File: config.mk
export PLATFORM = sky130hd
export DESIGN_NAME = srht_lookup
export DESIGN_NICKNAME = d
export VERILOG_FILES = /design/src/design/srht_pkg.sv /design/src/design/srht_lookup.sv
export SDC_FILE = /design/constraint.sdc
export NUM_CORES = 1
export LEC_CHECK = 0
export CAP_MARGIN = 20
export CELL_PAD_IN_SITES_DETAIL_PLACEMENT = 1
export CELL_PAD_IN_SITES_GLOBAL_PLACEMENT = 2
export CORE_AREA = 8 8 148 150
export DETAILED_ROUTE_END_ITERATION = 7
export DIE_AREA = 0 0 156 158
export DONT_BUFFER_PORTS = 1
export PLACE_DENSITY_LB_ADDON = 0.1
export SLEW_MARGIN = 10
export SYNTH_ARGS = -nofsm -noshare
export SYNTH_HDL_FRONTEND = slang
export SYNTH_SLANG_ARGS = --single-unit
File: constraint.sdc
create_clock -name vclk -period 1.7
set_input_delay 0.17 -clock vclk [all_inputs]
set_output_delay 0.17 -clock vclk [all_outputs]
set_load 0.01 [all_outputs]
File: src/design/srht_pkg.sv
`timescale 1ns / 1ps

package srht_pkg;

    typedef enum logic [1:0] {
        OP_PROBE = 2'd0,
        OP_STORE = 2'd1,
        OP_AGE   = 2'd2,
        OP_CLEAR = 2'd3
    } t_op;

    typedef enum logic [1:0] {
        ST_CLEAR,
        ST_IDLE,
        ST_LOOK
    } t_state;

    // input word
    typedef struct packed {
        t_op                op;
        logic [63:0]        key;
        logic [6:0]         search_depth;
        logic signed [15:0] score_in;
        logic [1:0]         bound_kind;
        logic [15:0]        move_in;
    } t_req;

    // result word
    typedef struct packed {
        logic               hit;
        logic signed [7:0]  depth_out;
        logic signed [15:0] score_out;
        logic [1:0]         bound_out;
        logic [15:0]        move_out;
        logic               written;
        logic [7:0]         age_now;
    } t_rsp;

    // one table slot as held in memory
    typedef struct packed {
        logic [63:0]        key;
        logic signed [7:0]  depth;
        logic signed [15:0] score;
        logic [1:0]         bound;
        logic [15:0]        move;
        logic [7:0]         age;
    } t_entry;

    typedef struct packed {
        logic   en;
        t_entry ent;
    } t_wr;

    localparam logic signed [7:0] EMPTY_DEPTH = 8'shFF;

    localparam t_entry EMPTY_ENTRY = '{
        key:   64'd0,
        depth: EMPTY_DEPTH,
        score: 16'sd0,
        bound: 2'd0,
        move:  16'd0,
        age:   8'd0
    };

endpackage

File: src/design/srht_lookup.sv
`timescale 1ns / 1ps

// decides the result and the write-back for one word against the slot read
module srht_lookup (
    input  srht_pkg::t_req   i_req,
    input  srht_pkg::t_entry i_ent,
    input  logic [7:0]       i_gen,
    output srht_pkg::t_rsp   o_rsp,
    output srht_pkg::t_wr    o_wr
);

    logic occupied;
    logic same_key;
    logic fresh;
    logic deeper;
    logic refuse;

    assign occupied = !i_ent.depth[7];
    assign same_key = (i_ent.key == i_req.key);
    assign fresh    = (i_ent.age == i_gen);
    // an occupied slot has a non-negative depth, so the low bits compare directly
    assign deeper   = (i_ent.depth[6:0] > i_req.search_depth);
    assign refuse   = occupied && !same_key && fresh && deeper;

    always_comb begin
        o_rsp           = '0;
        o_rsp.depth_out = srht_pkg::EMPTY_DEPTH;
        o_rsp.age_now   = i_gen;
        o_wr.en         = 1'b0;
        o_wr.ent.key    = i_req.key;
        o_wr.ent.depth  = {1'b0, i_req.search_depth};
        o_wr.ent.score  = i_req.score_in;
        o_wr.ent.bound  = i_req.bound_kind;
        o_wr.ent.move   = i_req.move_in;
        o_wr.ent.age    = i_gen;
        unique case (i_req.op)
            srht_pkg::OP_PROBE: begin
                if (occupied && same_key) begin
                    o_rsp.hit       = 1'b1;
                    o_rsp.depth_out = i_ent.depth;
                    o_rsp.score_out = i_ent.score;
                    o_rsp.bound_out = i_ent.bound;
                    o_rsp.move_out  = i_ent.move;
                end
            end
            srht_pkg::OP_STORE: begin
                o_rsp.written = !refuse;
                o_wr.en       = !refuse;
            end
            srht_pkg::OP_AGE: begin
                o_rsp.age_now = i_gen + 8'd1;
            end
            srht_pkg::OP_CLEAR: begin
                o_rsp.age_now = 8'd0;
            end
            default: begin
                o_rsp.age_now = i_gen;
            end
        endcase
    end

endmodule

==> run_results.csv, run 1 <==
group,metric,value,unit
route,num_vias,1799,
setup_path,max_stage_delay,400,ps
floorplanning,die-width,156,um
cells_and_area,ff_latch_area,0,um2
pwr,vdd_drop_max,0.0000491,V
synth,synth_top_area_share,37.2,%
route,avgRoutedWirePerCell,22.4,um
route,drt_pass1_iterations,4,
setup_path,worst-path-buf-inv,2,
placement,portBuffers,0,
global_route,grt_max_degree,37,
global_route,grt_pass1_wl,14000,um
cells_and_area,layout_commonest_cell,"xnor2_1",
synth,syn-num-nets,566,
run_status,violations,"negative setup slack",
placement,dp.cells,484,
synth,ys_seq_area_share,0,%
setup_path,worst_ep_required_time,1530,ps
cells_and_area,drive_gt1_share,39.2,%
global_route,grt_use_total,7.31,%
sta,period_share,104,%
global_route,overflow,0,
synth,synth.area.top_cells,"buf_4 37%, xnor2_1 24%, and3_1 8.9%",
cells_and_area,clkbuf_count,0,
floorplanning,io_pins,396,
setup_path,cpMaxStageDelayCell,"or3_4",
route,wl,10900,um
pwr,p_total,0.000348,W
route,drt_iter0_markers,41,
synth,syn-mean-instance-area,7.29,um2
floorplanning,dieArea,24600,um2
placement,dp_hpwl,9560,um
hold_path,min_from,"i_req[2]",
setup_path,cp-startpoint,"i_req[97]",
setup_path,crit_top_cell,"nand4_1",
pwr,p_per_area,145,nW/um2
setup_path,cp.arrival,1600,ps
synth,netlist_area,2400,um2
setup_path,crit_path_max_fanout,6,
placement,gp_congestion,0.701,
global_route,antenna_found_initial,0,
cells_and_area,final_cells,487,
clocking,cts_post_setup_buffers_inserted,0,
sta,fmax,564,MHz
synth,synth_cell_types,28,
sta,fin_ws,-72.4,ps
clocking,ctsHoldBuffers,0,
setup_path,path_class,"input port to output pin",
sta,rsz0062_at_grt,"yes",
cells_and_area,seq_cell_count,0,
route,routed_via_density,3.69,
run,cap_violations,0,
global_route,grt_pass1_vias,2129,
cells_and_area,nNetsFinal,456,
setup_path,cp-start-kind,"input port",
floorplanning,die_h,158,um
sta,hold_violations,0,
synth,synthCells,329,
pwr,p_leak,0.773,nW
cells_and_area,fin_util,12.2,%
sta,period_needed,1770,ps
cells_and_area,diodes,0,
floorplanning,start_util,12.2,%
setup_path,critPathCaptureType,"output pin",
cells_and_area,final_cell_mix,"46 x xnor2_1, 34 x and3_4, 19 x nand4_1",
synth,yosys_warnings,0,
route,ant_nets,0,
synth,synth_top_area_cell,"buf_4",
sta,setup_viol,42,
cells_and_area,area_delta_synth_final,0.261,%
setup_path,crit_family,"simple AND/OR/NAND/NOR gates",
floorplanning,rows,52,
run_status,status,"finished, violations left",
floorplanning,core_area,19700,um2
sta,slew_viol_final,0,
setup_path,cp_cell_sequence,"xnor2_2 > nand4_1 > nor4_2 > buf_4 > nand4_1 > buf_6 > or3_4",
hold_path,min_path_type,"input port to output pin",
route,drc,0,
[logic make-up (layout without fill, tap and decap cells)]
| family | after synthesis | count (layout) | synth area share (%) |
|---|---|---|---|
| AOI/OAI and AO/OA | 18 | 18 | 4.80 |
| buffers and inverters | 141 | 29 | 40.7 |
| xor gates and xnor gates | 72 | 72 | 26.3 |
| muxes | 3 | 3 | 1.30 |
| other | 1 | 1 | 0.156 |
| and+or+nand+nor | 86 | 86 | 22.6 |
| adders and majority gates | 8 | 8 | 4.17 |
[power breakdown]
group,internal [W],total (W),switching (W)
sequential,0,0,0
clock,0,0,0
combinational,0.000210,0.000348,0.000139
total,0.000210,0.000348,0.000139
[cells in the mapped netlist (all sizes together)]
| master | count |
|---|---|
| buf | 119 |
| xnor2 | 67 |
| and3 | 34 |
| nand4 | 19 |
| inv | 16 |
| ha | 8 |
| nand3 | 7 |
| or3 | 7 |
| clkbuf | 6 |
| nor4 | 6 |
| o22ai | 6 |
| xor2 | 5 |
| a21oi | 4 |
| a21o | 3 |
| nor2 | 3 |
| nor3 | 3 |
| mux2i | 2 |
| nand2 | 2 |
| nor2b | 2 |
| nor3b | 2 |
| o21ai | 2 |
| a311oi | 1 |
| and4 | 1 |
| conb | 1 |
| mux2 | 1 |
| o21a | 1 |
| o2bb2ai | 1 |
[area by class of cell]
cell class | instances | area, um2
repair buffers | 13 | 160
well taps | 270 | 338
inverters | 16 | 60.1
fillers | 2342 | 17300
multi-input cells | 188 | 1850
[repair_timing]
action                     4_1_cts  5_1_grt
setup endpoints to repair       45       45
gates resized for setup         44       21
gates cloned                     0        3
pin swaps                        7        6
hold endpoints to repair         0        0
[metrics by stage]
step	hold slack [ps]	setup TNS, ps	cell area, um2	setup WS, ps
global placement	340	-8420	2000	-261
floorplan	432	-2.44	2480	-2.44
global route	340	-7770	2410	-197
detailed placement	340	-7640	2000	-249
CTS	340	-4070	2240	-126
finish	340	-2340	2410	-72.4
[final timing paths]
check	to	cells past startpoint
setup / recovery	o_rsp[46]	7
hold / removal	o_wr[10]	0
[per-layer routing]
layer  vias to the layer above  share of wire [%]  track usage (%)
li1                        770                  -                -
met1                       811                 35             7.96
met2                       214                 52             13.4
met3                         4                 13             3.44
met4                         0              0.083           0.0924
met5                         -                  0                0
(Power assumes the default switching activity.)
==> run 2: changes to the inputs <==
==> constraint.sdc (replaced) <==
create_clock -name vclk -period 1.7
set_input_delay 0.17 -clock vclk [all_inputs]
set_output_delay 0.17 -clock vclk [all_outputs]
set_load 0.02 [all_outputs]
==> run 2 against run 1 <==
- the flow still finishes with violations (negative setup slack)
- sequential share of layout area unchanged
- critical path depth up 1
- worst setup slack got worse by 90 ps
- largest cell class unchanged
- wire length fell by 2.7%
- first-iteration DRC count fell by 4.9%
==> run_results.csv, run 2 (synthesis gave the netlist of run 1 again) <==
group,metric,value,unit
global_route,grt_pass1_vias,2075,
sta,rsz0062_at_grt,"yes",
cells_and_area,fin_util,13.2,%
pwr,p_comb_share,100.0,%
floorplanning,core_area,19700,um2
sta,period_needed,1860,ps
floorplanning,dieArea,24600,um2
route,ant_nets,0,
floorplanning,rows,52,
route,wl,10600,um
sta,setup_viol,45,
clocking,ctsHoldBuffers,0,
pwr,p_total,0.000399,W
sta,setup_tns,-6440,ps
setup_path,cp-startpoint,"i_req[38]",
cells_and_area,nNetsFinal,464,
route,num_vias,1817,
cells_and_area,seq_cell_count,0,
pwr,sw_frac_of_total,40.1,%
cells_and_area,diodes,0,
sta,fin_ws,-163,ps
route,drc,0,
pwr,p_int,0.000239,W
cells_and_area,drive_gt1_share,42.2,%
global_route,overflow,0,
sta,hold_violations,0,
floorplanning,start_util,12.2,%
pwr,p_leak,0.854,nW
cells_and_area,ff_latch_area,0,um2
sta,period_share,110,%
placement,dp_hpwl,9150,um
route,avgRoutedWirePerCell,21.4,um
cells_and_area,final_cell_mix,"44 x xnor2_1, 34 x and3_4, 19 x nand4_1",
cells_and_area,clkbuf_count,0,
cells_and_area,layout_commonest_cell,"xnor2_1",
floorplanning,die-width,156,um
sta,tightest_slew,554,ps
run_status,status,"finished, violations left",
route,drt_pass1_iterations,3,
cells_and_area,area_delta_synth_final,8.34,%
run_status,violations,"negative setup slack",
pwr,pwr-share-clk,0,%
pwr,switching_power,0.000160,W
setup_path,crit_path_max_fanout,2,
sta,slew_viol_final,0,
route,routed_via_density,3.67,
hold_path,min_from,"i_req[66]",
run,cap_violations,0,
placement,portBuffers,0,
setup_path,critPathCaptureType,"output pin",
hold_path,min_path_type,"input port to output pin",
sta,whs,340,ps
floorplanning,io_pins,396,
global_route,grt_max_degree,37,
pwr,p_per_area,154,nW/um2
setup_path,cp.arrival,1690,ps
sta,maxSlewHeadroom,63.1,%
setup_path,path_class,"input port to output pin",
global_route,grt_pass1_wl,13500,um
global_route,grt_use_total,7.00,%
setup_path,cp-start-kind,"input port",
pwr,vdd_drop_max,0.0000541,V
setup_path,worst_ep_required_time,1530,ps
route,drt_iter0_markers,39,
placement,gp_congestion,0.698,
sta,fmax,537,MHz
pwr,seqPwrFrac,0,%
floorplanning,die_h,158,um
global_route,antenna_found_initial,1,
-- run 2: metrics by stage --
step                      worst slack (ps)  cell area (um2)  instances
final                                 -163             2600        495
after global routing                  -277             2600        495
after CTS                             -229             2360        490
after detailed placement              -474             2060        490
after global placement                -469             2060        490
after floorplan                       -110             2500        329
-- run 2: worst paths after layout --
kind                        end  depth (start not counted)
worst min-delay path   o_wr[75]                          0
worst max-delay path  o_wr[114]                          8
-- run 2: critical path, cell delays in order --
cell,delay (ps)
inv_1,30
ha_1,300
a21o_1,170
a21o_1,180
a21oi_1,180
o21ai_1,140
a311oi_4,350
buf_12,170
-- run 2: repair_timing --
item | CTS | global route
buffers inserted | 0 | 1
pin swaps | 8 | 16
hold endpoints to repair | 0 | 0
cloned | 0 | 4
gates resized for setup | 89 | 20
endpoints found under the setup margin | 45 | 45
-- run 2: power groups by stage --
stage               Combinational (W)  Clock [W]  Sequential (W)
floorplan                    0.000678          0               0
global placement             0.000362          0               0
detailed placement           0.000362          0               0
CTS                          0.000385          0               0
global route                 0.000441          0               0
finish                       0.000399          0               0
-- run 2: area by class of cell --
type,instances,area (um2)
fillers,2342,17100
inverters,16,60.1
multi-input cells,188,1940
well taps,270,338
repair buffers,21,258
-- run 2: metal layers --
layer | track usage [%] | wire [um]
met1 | 8.28 | 3930
met2 | 12.3 | 5450
met3 | 2.84 | 1210
met4 | 0 | 5
met5 | 0 | 10
